$ cat config.mk
export PLATFORM = sky130hd
export DESIGN_NAME = integer_literal_scanner_core
export DESIGN_NICKNAME = d
export VERILOG_FILES = /design/src/sv/ilsc_pkg.sv /design/src/sv/ilsc_input_stage.sv /design/src/sv/ilsc_scan_unit.sv /design/src/sv/ilsc_output_stage.sv /design/src/sv/integer_literal_scanner_core.sv
export SDC_FILE = /design/constraint.sdc
export NUM_CORES = 1
export LEC_CHECK = 0
export BUFFER_PORTS_ARGS = -buffer_cell sky130_fd_sc_hd__buf_2
export CAP_MARGIN = 20
export CORE_MARGIN = 2
export CORE_UTILIZATION = 40
export CTS_BUF_LIST = sky130_fd_sc_hd__clkbuf_2 sky130_fd_sc_hd__clkbuf_4 sky130_fd_sc_hd__clkbuf_8
export CTS_CLUSTER_DIAMETER = 40
export DETAILED_ROUTE_END_ITERATION = 16
export HOLD_SLACK_MARGIN = 0.1
export PLACE_DENSITY = 0.54
export RECOVER_POWER = 100
export SLEW_MARGIN = 20
export SYNTH_ARGS = -nofsm -noshare
export SYNTH_HDL_FRONTEND = slang
export SYNTH_HIERARCHICAL = 1
export SYNTH_SLANG_ARGS = --single-unit
$ cat constraint.sdc
create_clock -name clock -period 8 [get_ports clock]
set_input_delay 0.8 -clock clock [delete_from_list [all_inputs] [get_ports clock]]
set_output_delay 0.8 -clock clock [all_outputs]
set_load 0.05 [all_outputs]
$ cat src/sv/ilsc_pkg.sv
package ilsc_pkg;

   localparam int VALUE_WIDTH = 64;
   localparam int PROD_WIDTH  = VALUE_WIDTH + 4;

   typedef enum logic [2:0] {
      PH_IDLE   = 3'b001,
      PH_ZERO   = 3'b010,
      PH_DIGITS = 3'b100
   } phase_type;

   typedef enum logic [1:0] {
      RK_DEC = 2'd0,
      RK_HEX = 2'd1,
      RK_OCT = 2'd2,
      RK_BIN = 2'd3
   } radix_type;

   typedef enum logic [1:0] {
      ERR_NONE      = 2'd0,
      ERR_RANGE     = 2'd1,
      ERR_OVERFLOW  = 2'd2,
      ERR_BAD_START = 2'd3
   } error_type;

   localparam logic [7:0] CH_ZERO    = 8'h30;
   localparam logic [7:0] CH_NINE    = 8'h39;
   localparam logic [7:0] CH_LOWER_A = 8'h61;
   localparam logic [7:0] CH_LOWER_F = 8'h66;
   localparam logic [7:0] CH_UPPER_A = 8'h41;
   localparam logic [7:0] CH_UPPER_F = 8'h46;
   localparam logic [7:0] CH_LOWER_X = 8'h78;
   localparam logic [7:0] CH_UPPER_X = 8'h58;
   localparam logic [7:0] CH_LOWER_B = 8'h62;
   localparam logic [7:0] CH_UPPER_B = 8'h42;

   localparam logic [4:0] NOT_DIGIT  = 5'd16;

   typedef struct packed {
      logic [7:0] ch;
      logic       first;
   } req_item_type;

   typedef struct packed {
      logic [VALUE_WIDTH-1:0] value;
      radix_type              radix_kind;
      error_type              error_code;
   } scan_result_type;

   // digit value 0..15, or 16 for a non-digit
   function automatic logic [4:0] digit_of(input logic [7:0] c);
      logic [4:0] d;
      d = NOT_DIGIT;
      if (c >= CH_ZERO && c <= CH_NINE) begin
         d = 5'(c - CH_ZERO);
      end else if (c >= CH_LOWER_A && c <= CH_LOWER_F) begin
         d = 5'(c - CH_LOWER_A) + 5'd10;
      end else if (c >= CH_UPPER_A && c <= CH_UPPER_F) begin
         d = 5'(c - CH_UPPER_A) + 5'd10;
      end
      return d;
   endfunction

   // value times base, by shifts, with one add for decimal
   function automatic logic [PROD_WIDTH-1:0] scale_by_radix(
      input logic [VALUE_WIDTH-1:0] a,
      input radix_type              rk
   );
      logic [PROD_WIDTH-1:0] w;
      logic [PROD_WIDTH-1:0] s;
      w = PROD_WIDTH'(a);
      case (rk)
         RK_DEC:  s = (w << 3) + (w << 1);
         RK_HEX:  s = w << 4;
         RK_OCT:  s = w << 3;
         RK_BIN:  s = w << 1;
         default: s = w;
      endcase
      return s;
   endfunction

   function automatic logic digit_outside_base(
      input logic [4:0] d,
      input radix_type  rk
   );
      logic bad;
      case (rk)
         RK_DEC:  bad = (d > 5'd9);
         RK_HEX:  bad = 1'b0;
         RK_OCT:  bad = (d > 5'd7);
         RK_BIN:  bad = (d > 5'd1);
         default: bad = 1'b0;
      endcase
      return bad;
   endfunction

endpackage

$ cat src/sv/ilsc_input_stage.sv
module ilsc_input_stage
   import ilsc_pkg::*;
(
   input  logic         clock,
   input  logic         reset,
   input  logic         req_valid,
   output logic         req_ready,
   input  req_item_type req_item,
   input  logic         item_taken,
   output logic         item_valid,
   output req_item_type item
);

   logic         valid_ff;
   logic         valid_in;
   req_item_type item_ff;
   logic         load;

   assign req_ready = !valid_ff || item_taken;
   assign load      = req_valid && req_ready;

   always_comb begin
      valid_in = valid_ff;
      if (load) begin
         valid_in = 1'b1;
      end else if (item_taken) begin
         valid_in = 1'b0;
      end
   end

   always_ff @(posedge clock) begin
      if (reset) begin
         valid_ff <= 1'b0;
      end else begin
         valid_ff <= valid_in;
      end
   end

   always_ff @(posedge clock) begin
      if (load) begin
         item_ff <= req_item;
      end
   end

   assign item_valid = valid_ff;
   assign item       = item_ff;

endmodule

$ cat src/sv/ilsc_scan_unit.sv
module ilsc_scan_unit
   import ilsc_pkg::*;
(
   input  logic            clock,
   input  logic            reset,
   input  logic            item_valid,
   input  req_item_type    item,
   input  logic            out_free,
   output logic            item_taken,
   output logic            emit,
   output scan_result_type result
);

   phase_type              phase_ff,      phase_in;
   radix_type              radix_ff,      radix_in;
   logic [VALUE_WIDTH-1:0] accum_ff,      accum_in;
   logic                   overflowed_ff, overflowed_in;
   logic                   range_bad_ff,  range_bad_in;

   logic [4:0]             d;
   logic                   is_dec;
   logic                   is_hex;
   radix_type              add_radix;
   logic [PROD_WIDTH-1:0]  sum;
   logic                   sum_ovf;
   logic                   add_range_bad;
   logic                   emit_c;

   assign d      = digit_of(item.ch);
   assign is_dec = (item.ch >= CH_ZERO) && (item.ch <= CH_NINE);
   assign is_hex = !d[4];

   // leading zero then decimal digit switches to octal
   assign add_radix = (phase_ff == PH_ZERO && is_dec) ? RK_OCT : radix_ff;

   assign sum           = scale_by_radix(accum_ff, add_radix) + PROD_WIDTH'(d);
   assign sum_ovf       = |sum[PROD_WIDTH-1:VALUE_WIDTH];
   assign add_range_bad = digit_outside_base(d, add_radix);

   always_comb begin
      phase_in      = phase_ff;
      radix_in      = radix_ff;
      accum_in      = accum_ff;
      overflowed_in = overflowed_ff;
      range_bad_in  = range_bad_ff;
      emit_c        = 1'b0;
      result.value      = '0;
      result.radix_kind = RK_DEC;
      result.error_code = ERR_NONE;
      if (item.first) begin
         radix_in      = RK_DEC;
         accum_in      = '0;
         overflowed_in = 1'b0;
         range_bad_in  = 1'b0;
         if (item.ch == CH_ZERO) begin
            phase_in = PH_ZERO;
         end else if (is_dec) begin
            accum_in = VALUE_WIDTH'(d);
            phase_in = PH_DIGITS;
         end else begin
            emit_c            = 1'b1;
            phase_in          = PH_IDLE;
            result.error_code = ERR_BAD_START;
         end
      end else begin
         case (phase_ff)
            PH_ZERO: begin
               if (item.ch == CH_LOWER_X || item.ch == CH_UPPER_X) begin
                  radix_in = RK_HEX;
                  phase_in = PH_DIGITS;
               end else if (item.ch == CH_LOWER_B || item.ch == CH_UPPER_B) begin
                  radix_in = RK_BIN;
                  phase_in = PH_DIGITS;
               end else if (is_hex) begin
                  radix_in = add_radix;
                  phase_in = PH_DIGITS;
                  if (add_range_bad) begin
                     range_bad_in = 1'b1;
                  end
                  if (sum_ovf) begin
                     overflowed_in = 1'b1;
                  end else begin
                     accum_in = sum[VALUE_WIDTH-1:0];
                  end
               end else begin
                  emit_c   = 1'b1;
                  phase_in = PH_IDLE;
               end
            end
            PH_DIGITS: begin
               if (is_hex) begin
                  if (add_range_bad) begin
                     range_bad_in = 1'b1;
                  end
                  if (!overflowed_ff) begin
                     if (sum_ovf) begin
                        overflowed_in = 1'b1;
                     end else begin
                        accum_in = sum[VALUE_WIDTH-1:0];
                     end
                  end
               end else begin
                  emit_c            = 1'b1;
                  phase_in          = PH_IDLE;
                  result.value      = accum_ff;
                  result.radix_kind = radix_ff;
                  if (overflowed_ff) begin
                     result.error_code = ERR_OVERFLOW;
                  end else if (range_bad_ff) begin
                     result.error_code = ERR_RANGE;
                  end
               end
            end
            default: begin
               phase_in = PH_IDLE;
            end
         endcase
      end
   end

   // hold the word only when it has a result and the output is still full
   assign item_taken = item_valid && (out_free || !emit_c);
   assign emit       = item_taken && emit_c;

   always_ff @(posedge clock) begin
      if (reset) begin
         phase_ff      <= PH_IDLE;
         radix_ff      <= RK_DEC;
         accum_ff      <= '0;
         overflowed_ff <= 1'b0;
         range_bad_ff  <= 1'b0;
      end else if (item_taken) begin
         phase_ff      <= phase_in;
         radix_ff      <= radix_in;
         accum_ff      <= accum_in;
         overflowed_ff <= overflowed_in;
         range_bad_ff  <= range_bad_in;
      end
   end

endmodule

$ cat src/sv/ilsc_output_stage.sv
module ilsc_output_stage
   import ilsc_pkg::*;
(
   input  logic            clock,
   input  logic            reset,
   input  logic            emit,
   input  scan_result_type result,
   output logic            out_free,
   output logic            rsp_valid,
   input  logic            rsp_ready,
   output scan_result_type rsp_result
);

   logic            valid_ff;
   logic            valid_in;
   scan_result_type result_ff;

   assign out_free = !valid_ff || rsp_ready;

   always_comb begin
      valid_in = valid_ff;
      if (emit) begin
         valid_in = 1'b1;
      end else if (rsp_ready) begin
         valid_in = 1'b0;
      end
   end

   always_ff @(posedge clock) begin
      if (reset) begin
         valid_ff <= 1'b0;
      end else begin
         valid_ff <= valid_in;
      end
   end

   always_ff @(posedge clock) begin
      if (emit) begin
         result_ff <= result;
      end
   end

   assign rsp_valid  = valid_ff;
   assign rsp_result = result_ff;

endmodule

$ cat src/sv/integer_literal_scanner_core.sv
// Scans unsigned integer literals one character word at a time. A word with
// req_first high starts a literal; 0x/0X gives hex, 0b/0B binary, a leading 0
// then a digit octal, other leading digits decimal. The first non-digit ends the
// literal and yields one response word with the value, radix and error code.
// A word can be taken every cycle while the scan stage does not stall; a
// request passes the input register and then the response register. The scan
// stage stalls only when a literal ends while the response register is full.
module integer_literal_scanner_core
   import ilsc_pkg::*;
(
   input  logic                   clock,
   input  logic                   reset,
   input  logic                   req_valid,
   output logic                   req_ready,
   input  logic [7:0]             req_ch,
   input  logic                   req_first,
   output logic                   rsp_valid,
   input  logic                   rsp_ready,
   output logic [VALUE_WIDTH-1:0] rsp_value,
   output logic [1:0]             rsp_radix_kind,
   output logic [1:0]             rsp_error_code
);

   req_item_type    req_item;
   req_item_type    item;
   logic            item_valid;
   logic            item_taken;
   logic            out_free;
   logic            emit;
   scan_result_type result;
   scan_result_type rsp_result;

   assign req_item.ch    = req_ch;
   assign req_item.first = req_first;

   ilsc_input_stage u_input_stage (
      .clock      (clock),
      .reset      (reset),
      .req_valid  (req_valid),
      .req_ready  (req_ready),
      .req_item   (req_item),
      .item_taken (item_taken),
      .item_valid (item_valid),
      .item       (item)
   );

   ilsc_scan_unit u_scan_unit (
      .clock      (clock),
      .reset      (reset),
      .item_valid (item_valid),
      .item       (item),
      .out_free   (out_free),
      .item_taken (item_taken),
      .emit       (emit),
      .result     (result)
   );

   ilsc_output_stage u_output_stage (
      .clock      (clock),
      .reset      (reset),
      .emit       (emit),
      .result     (result),
      .out_free   (out_free),
      .rsp_valid  (rsp_valid),
      .rsp_ready  (rsp_ready),
      .rsp_result (rsp_result)
   );

   assign rsp_value      = rsp_result.value;
   assign rsp_radix_kind = rsp_result.radix_kind;
   assign rsp_error_code = rsp_result.error_code;

endmodule
==> flow_metrics.env, run 1 <==
export IMPL_cp_max_fo=36
export IMPL_grt_max_degree=72
export IMPL_synth_top_family_by_area="compound AO/OA/AOI/OAI gates"
export IMPL_cts_resized=0
export IMPL_outcome="finished, violations left"
export IMPL_htreeDepth=4
export IMPL_rsz0062_at_grt="false"
export IMPL_layout_drive_gt1_share_pct=7.41
export IMPL_clk_latency_ns=0.52
export IMPL_drtIter0Drc=2006
export IMPL_synth_seq_area_share_pct=25.8
export IMPL_post_route_period_util_pct=92.9
export IMPL_cts_buffers=17
export IMPL_grt_pass1_wl_mm=91.4
export IMPL_syn_nets=1953
export IMPL_core_um2=36300
export IMPL_synth_xor_area_share_pct=4.96
export IMPL_start_util_pct=40.3
export IMPL_n_fill_cell=3740
export IMPL_end_kind="flip-flop"
export IMPL_synth_adder_area_share_pct=6.25
export IMPL_hold_viol_final=0
export IMPL_critPathKind="flip-flop to flip-flop"
export IMPL_min_period_ns=7.43
export IMPL_hold_path_class="input pin to flip-flop"
export IMPL_die_h_um=195
export IMPL_root_buffer="clkbuf_8"
export IMPL_slew_headroom_pct=-100
export IMPL_finalSetupViolCount=0
export IMPL_ys_ff_latch=150
export IMPL_area_growth_pct=6.86
export IMPL_setup_tns_ns=0
export IMPL_cp_start_kind="flip-flop"
export IMPL_hold_buffers=0
export IMPL_synth_avg_cell_area_um2=7.84
export IMPL_synth_cell_area_um2=14700
export IMPL_hold_depth=1
export IMPL_cts_max_path_buffers=2
export IMPL_final_common_cell="nand2_1"
export IMPL_ys_warn_count=6
export IMPL_insertedDiodeCount=0
export IMPL_fmax_mhz=135
export IMPL_final_util_pct=43.1
export IMPL_vias=15700
export IMPL_cp_required_ns=8.40
export IMPL_ff2ff_path_depth=23
export IMPL_cts_sinks=150
export IMPL_wire_per_inst_um=25.7
export IMPL_peakVddDrop_uv=109
export IMPL_total_power_mw=1.64
export IMPL_skew_ns=0.0264
export IMPL_power_density_nw_per_um2=105
export IMPL_synth_cell_type_count=107
export IMPL_tightest_slew_ns=2.99
export IMPL_grt_overflow_total=0
export IMPL_synth_compound_area_share_pct=29.0
export IMPL_reg2reg_from="u_input_stage/item[2]$_DFFE_PP_"
export IMPL_synthSimpleGateAreaFrac_pct=26.2
export IMPL_io_pins=83
export IMPL_drc=0
export IMPL_hp_start="req_ch[5]"
export IMPL_clk_pin_slew_ns=0.09
export IMPL_muxShareOfSynthArea_pct=2.55
export IMPL_fp_row_count=70
export IMPL_gp_congestion=1.02
export IMPL_drtPass1Iterations=6
export IMPL_grt_pass1_vias=14700
export IMPL_portBuffers=82
export IMPL_final_cell_mix="nand2_1, a21oi_1, nor2_1, o21ai_0, and3_1"
export IMPL_crit_arrival_ns=7.83
export IMPL_holdPathEnd="u_input_stage/item[6]$_DFFE_PP_"
export IMPL_r2r_end="u_scan_unit/accum_ff[41]$_SDFFE_PP0P_"
export IMPL_nets=1961
export IMPL_grt_antenna_before_repair=0
export IMPL_synth_cells=1868
export IMPL_drtAntennaViolNets=0
export IMPL_cap_violations=1
export IMPL_synth_main_ff_cell="edfxtp_1"
export IMPL_viasPerCell=6.67
export IMPL_leakagePower_nw=5.78
export IMPL_ff2ff_setup_slack_ns=0.57
export IMPL_dieArea_um2=38200
export IMPL_die_x_um=195
export IMPL_wl_mm=60.7
export IMPL_dpl_hpwl_mm=44.8
export IMPL_report_final_slew_viol_count=31
export IMPL_synth_edff_count=77
export IMPL_synthArstFlopShare_pct=0
export IMPL_grt_usage_pct=31.3
export IMPL_failed_checks="capacitance limit, slew limit"
export IMPL_cts_tree="yes"
export IMPL_cts_setup_buffers=0
## worst max-delay path, stage by stage, from the launching register on
cell	delay [ns]
edfxtp_1	0.50
inv_1	0.16
ha_1	0.19
o21bai_1	0.20
a211oi_4	0.34
buf_4	0.52
nor2_4	0.18
a22oi_1	0.20
nand2_1	0.11
ha_1	0.33
a21o_1	0.14
a21o_1	0.14
o221a_2	0.24
o2111ai_1	0.12
nor3_1	0.39
and2b_1	0.42
nand4_1	0.38
nor4_2	0.71
and4_1	0.34
o211ai_1	0.15
or3b_1	0.39
a21o_2	0.46
buf_4	0.39
a22o_1	0.28
## power breakdown
part	internal, mW	switching (mW)	total, mW	leakage [nW]
clock network	0.320	0.349	0.669	0.209
logic	0.0311	0.106	0.137	4.26
registers	0.825	0.0132	0.838	1.31
## layout make-up
class	instances	area, µm²	area share [%]
flip-flops and latches	150	3780	24.1
inverters	36	135	0.863
clock buffers	19	249	1.59
well taps	468	586	3.74
repair buffers	123	634	4.05
multi-input cells	1548	10100	64.6
clock inverters	13	169	1.08
## how the worst max path moves through the flow
stage	to	depth (start not counted)	start	slack [ns]
3_3_place_gp	u_scan_unit/accum_ff[36]$_SDFFE_PP0P_	23	u_input_stage/item[2]$_DFFE_PP_	0.89
6_report	u_scan_unit/accum_ff[41]$_SDFFE_PP0P_	23	u_input_stage/item[2]$_DFFE_PP_	0.57
4_1_cts	u_scan_unit/accum_ff[41]$_SDFFE_PP0P_	23	u_input_stage/item[2]$_DFFE_PP_	0.81
2_1_floorplan	u_scan_unit/accum_ff[10]$_SDFFE_PP0P_	27	u_input_stage/item[1]$_DFFE_PP_	2.11
5_1_grt	u_scan_unit/accum_ff[41]$_SDFFE_PP0P_	22	u_input_stage/item[1]$_DFFE_PP_	0.15
3_5_place_dp	u_scan_unit/accum_ff[43]$_SDFFE_PP0P_	23	u_input_stage/item[2]$_DFFE_PP_	0.86
## synth_stat cells, types with 42 or more instances
library cell | count | area, µm²
nand2_1 | 175 | 657
o21ai_0 | 89 | 445
a21oi_1 | 163 | 816
nor2_1 | 157 | 589
and3_1 | 83 | 519
o22ai_1 | 54 | 338
xnor2_1 | 44 | 385
dfxtp_1 | 73 | 1460
nand3_1 | 42 | 210
nor3_1 | 67 | 335
a22o_1 | 53 | 464
nand4_1 | 56 | 350
clkbuf_1 | 83 | 312
edfxtp_1 | 77 | 2310
ha_1 | 70 | 876
## per-layer routing
layer	track usage (%)	part of all wire (%)
met4	12.4	4.0
met3	4.51	7.9
met2	48.4	44
met5	0	0
met1	43.9	44
## flip-flops by register name, indices dropped and copies added, names as in the netlist
name and flops:
u_output_stage/rsp_result 68, u_scan_unit/phase_ff 3, u_scan_unit/range_bad_ff 1, u_output_stage/rsp_valid 1
u_scan_unit/overflowed_ff 1, u_scan_unit/radix_ff 2, u_input_stage/item 9, u_input_stage/item_valid 1
u_scan_unit/accum_ff 64
## logic make-up after synthesis
kind of cell	count (synthesis)
muxes	36
adders and majority gates	72
and+or+nand+nor	734
AOI/OAI and AO/OA	623
xor gates and xnor gates	83
buffers and inverters	170
DFF	150
## metrics by stage
stage	worst slack, ns	hold slack [ns]	instance area [µm²]	cells
final	0.572	0.477	15700	2357
after global routing	0.150	0.442	15700	2357
after CTS	0.807	0.445	15800	2357
after detailed placement	0.857	0.483	15400	2325
after global placement	0.892	0.482	15400	2324
after floorplan	2.11	0.479	14700	1868
Note: power is estimated with default switching activity, not from simulation.
==> run 2: changes to the inputs <==
PLACE_DENSITY = unset   (was 0.54)
PLACE_DENSITY_LB_ADDON = 0.1   (was unset)
SYNTH_HIERARCHICAL = unset   (was 1)
==> flow_metrics.env, run 2 <==
export IMPL_dpl_cell_area_um2=14800
export IMPL_cp_start_kind="flip-flop"
export IMPL_layout_setup_ws_ns=0.974
export IMPL_ys_ff_latch=150
export IMPL_worst_path_max_delay_cell="or4_1"
export IMPL_layout_drive_gt1_share_pct=6.02
export IMPL_cts_max_path_buffers=2
export IMPL_cts_sinks=150
export IMPL_min_period_ns=7.03
export IMPL_r2r_end="u_scan_unit.accum_ff[28]$_SDFFE_PP0P_"
export IMPL_cts_resized=0
export IMPL_power_density_nw_per_um2=104
export IMPL_setup_tns_ns=0
export IMPL_synth_main_ff_cell="edfxtp_1"
export IMPL_drc=0
export IMPL_leakagePower_nw=4.86
export IMPL_skew_ns=0.0253
export IMPL_finalSetupViolCount=0
export IMPL_vias=14100
export IMPL_core_um2=34600
export IMPL_synth_cells=1785
export IMPL_gp_congestion=0.991
export IMPL_grt_antenna_before_repair=1
export IMPL_final_cell_area_um2=15000
export IMPL_pre_cts_ws_ns=1.03
export IMPL_dp_cells=2233
export IMPL_wire_per_inst_um=23.1
export IMPL_grt_overflow_total=0
export IMPL_clk_pin_slew_ns=0.09
export IMPL_critPathKind="flip-flop to flip-flop"
export IMPL_hold_buffers=0
export IMPL_cp_cell_sequence="inv_1 > ha_1 > o21ba_1 > o211ai_4 > nand2b_1 > nor3b_1 > ha_1 > inv_1 > fa_1 > nor2b_1 > o21ai_0 > nand2b_1 > nand2_1 > or3_1 > nor4_2 > nand3_1 > nor4b_1 > nand3_1 > or4_1 > a211oi_2 > o31a_2 > buf_12 > o22ai_1"
export IMPL_io_pins=83
export IMPL_final_cell_mix="nor2_1, nand2_1, a21oi_1, o22ai_1"
export IMPL_failed_checks="capacitance limit, slew limit"
export IMPL_clk_latency_ns=0.53
export IMPL_synth_edff_count=77
export IMPL_start_util_pct=40.8
export IMPL_wl_mm=52.4
export IMPL_holdPathEnd="u_input_stage.item[6]$_DFFE_PP_"
export IMPL_synth_seq_area_share_pct=26.7
export IMPL_drtPass1Iterations=6
export IMPL_dieArea_um2=36800
export IMPL_root_buffer="clkbuf_8"
export IMPL_hold_viol_final=0
export IMPL_cp_required_ns=8.36
export IMPL_nets=1883
export IMPL_hold_depth=1
export IMPL_cap_violations=1
export IMPL_crit_arrival_ns=7.38
export IMPL_reg2reg_from="u_input_stage.item[1]$_DFFE_PP_"
export IMPL_dpl_hpwl_mm=40.0
export IMPL_synth_avg_cell_area_um2=7.91
export IMPL_htreeDepth=4
export IMPL_ff2ff_path_depth=23
export IMPL_stdcell_count=2266
export IMPL_fmax_mhz=142
export IMPL_cp_max_fo=51
export IMPL_tightest_slew_ns=2.15
export IMPL_final_util_pct=43.4
export IMPL_slew_headroom_pct=-43.2
export IMPL_rsz0062_at_grt="false"
export IMPL_die_x_um=192
export IMPL_synth_cell_area_um2=14100
export IMPL_insertedDiodeCount=0
export IMPL_cts_buffers=17
export IMPL_finalHoldWorstSlack_ns=0.461
export IMPL_outcome="finished, violations left"
export IMPL_n_fill_cell=3624
export IMPL_area_growth_pct=6.35
export IMPL_viasPerCell=6.23
export IMPL_grt_usage_pct=28.5
export IMPL_largest_reg_flops=68
export IMPL_synth_cell_type_count=102
export IMPL_drtIter0Drc=1364
export IMPL_synthArstFlopShare_pct=0
export IMPL_report_final_slew_viol_count=39
export IMPL_ys_warn_count=0
export IMPL_synth_area_leader_cell="edfxtp_1"
export IMPL_ff2ff_setup_slack_ns=0.97
export IMPL_peakVddDrop_uv=108
export IMPL_fp_row_count=68
export IMPL_grt_pass1_wl_mm=80.1
export IMPL_ys_top_cells_by_area="edfxtp_1, dfxtp_1, ha_1, a21oi_1, nor2_1"
export IMPL_total_power_mw=1.56
export IMPL_synth_top_area_share_pct=16.4
export IMPL_syn_nets=1870
export IMPL_hp_start="req_ch[5]"
export IMPL_drtAntennaViolNets=0
export IMPL_end_kind="flip-flop"
export IMPL_die_h_um=192
export IMPL_ys_top_cells_by_count="nor2_1, nand2_1, a21oi_1"
export IMPL_synth_most_common_cell="nor2_1"
export IMPL_critPathMaxStageDelay_ns=0.55
export IMPL_hold_path_class="input pin to flip-flop"
export IMPL_grt_pass1_vias=13300
export IMPL_final_common_cell="nor2_1"
export IMPL_portBuffers=82
export IMPL_cts_setup_buffers=0
export IMPL_cts_tree="yes"
export IMPL_post_route_period_util_pct=87.8
export IMPL_grt_max_degree=52
[run 2: cell type report]
type,instances,area (µm²),area share [%]
Sequential cell,150,3780,25.1
Multi-Input combinational cell,1446,9500,63.2
Tap cell,455,569,3.79
Clock inverter,12,136,0.908
Timing Repair Buffer,99,460,3.06
Clock buffer,20,263,1.75
Inverter,84,315,2.10
[run 2: report_power, final]
group	internal (mW)	switching, mW
clock network	0.297	0.353
logic	0.0204	0.0671
registers	0.817	0.00954
[run 2: worst max-delay path by stage]
stage | from | endpoint
2_1_floorplan | u_scan_unit.radix_ff[1]$_SDFFE_PP0P_ | u_scan_unit.accum_ff[63]$_SDFFE_PP0P_
3_3_place_gp | u_input_stage.item[1]$_DFFE_PP_ | u_scan_unit.accum_ff[28]$_SDFFE_PP0P_
3_5_place_dp | u_input_stage.item[1]$_DFFE_PP_ | u_scan_unit.accum_ff[28]$_SDFFE_PP0P_
4_1_cts | u_input_stage.item[1]$_DFFE_PP_ | u_scan_unit.accum_ff[28]$_SDFFE_PP0P_
5_1_grt | u_input_stage.item[1]$_DFFE_PP_ | u_scan_unit.accum_ff[58]$_SDFFE_PP0P_
6_report | u_input_stage.item[1]$_DFFE_PP_ | u_scan_unit.accum_ff[28]$_SDFFE_PP0P_
[run 2: cell families after synthesis]
| logic type | count (synthesis) | synth area share, % |
|---|---|---|
| flops | 150 | 26.7 |
| xor+xnor | 89 | 5.52 |
| simple gates | 663 | 24.7 |
| compound gates | 567 | 26.9 |
| fa+ha+maj | 72 | 6.48 |
| mux | 55 | 3.94 |
| buf+inv | 189 | 5.71 |
[run 2: critical path, delay by kind of cell (launching register included)]
family / cells / cell delay (ns)
simple gates: 11 / 3.42
compound gates: 6 / 1.59
fa+ha+maj: 3 / 0.84
flops: 1 / 0.51
buf+inv: 3 / 0.48
[run 2: routing by layer]
layer,GRT usage (%),wire (µm),vias to the layer above
li1,-,-,6727
met1,39.2,23800,6769
met2,44.9,23300,530
met3,4.13,3330,87
met4,11.4,1940,0
met5,0,0,-
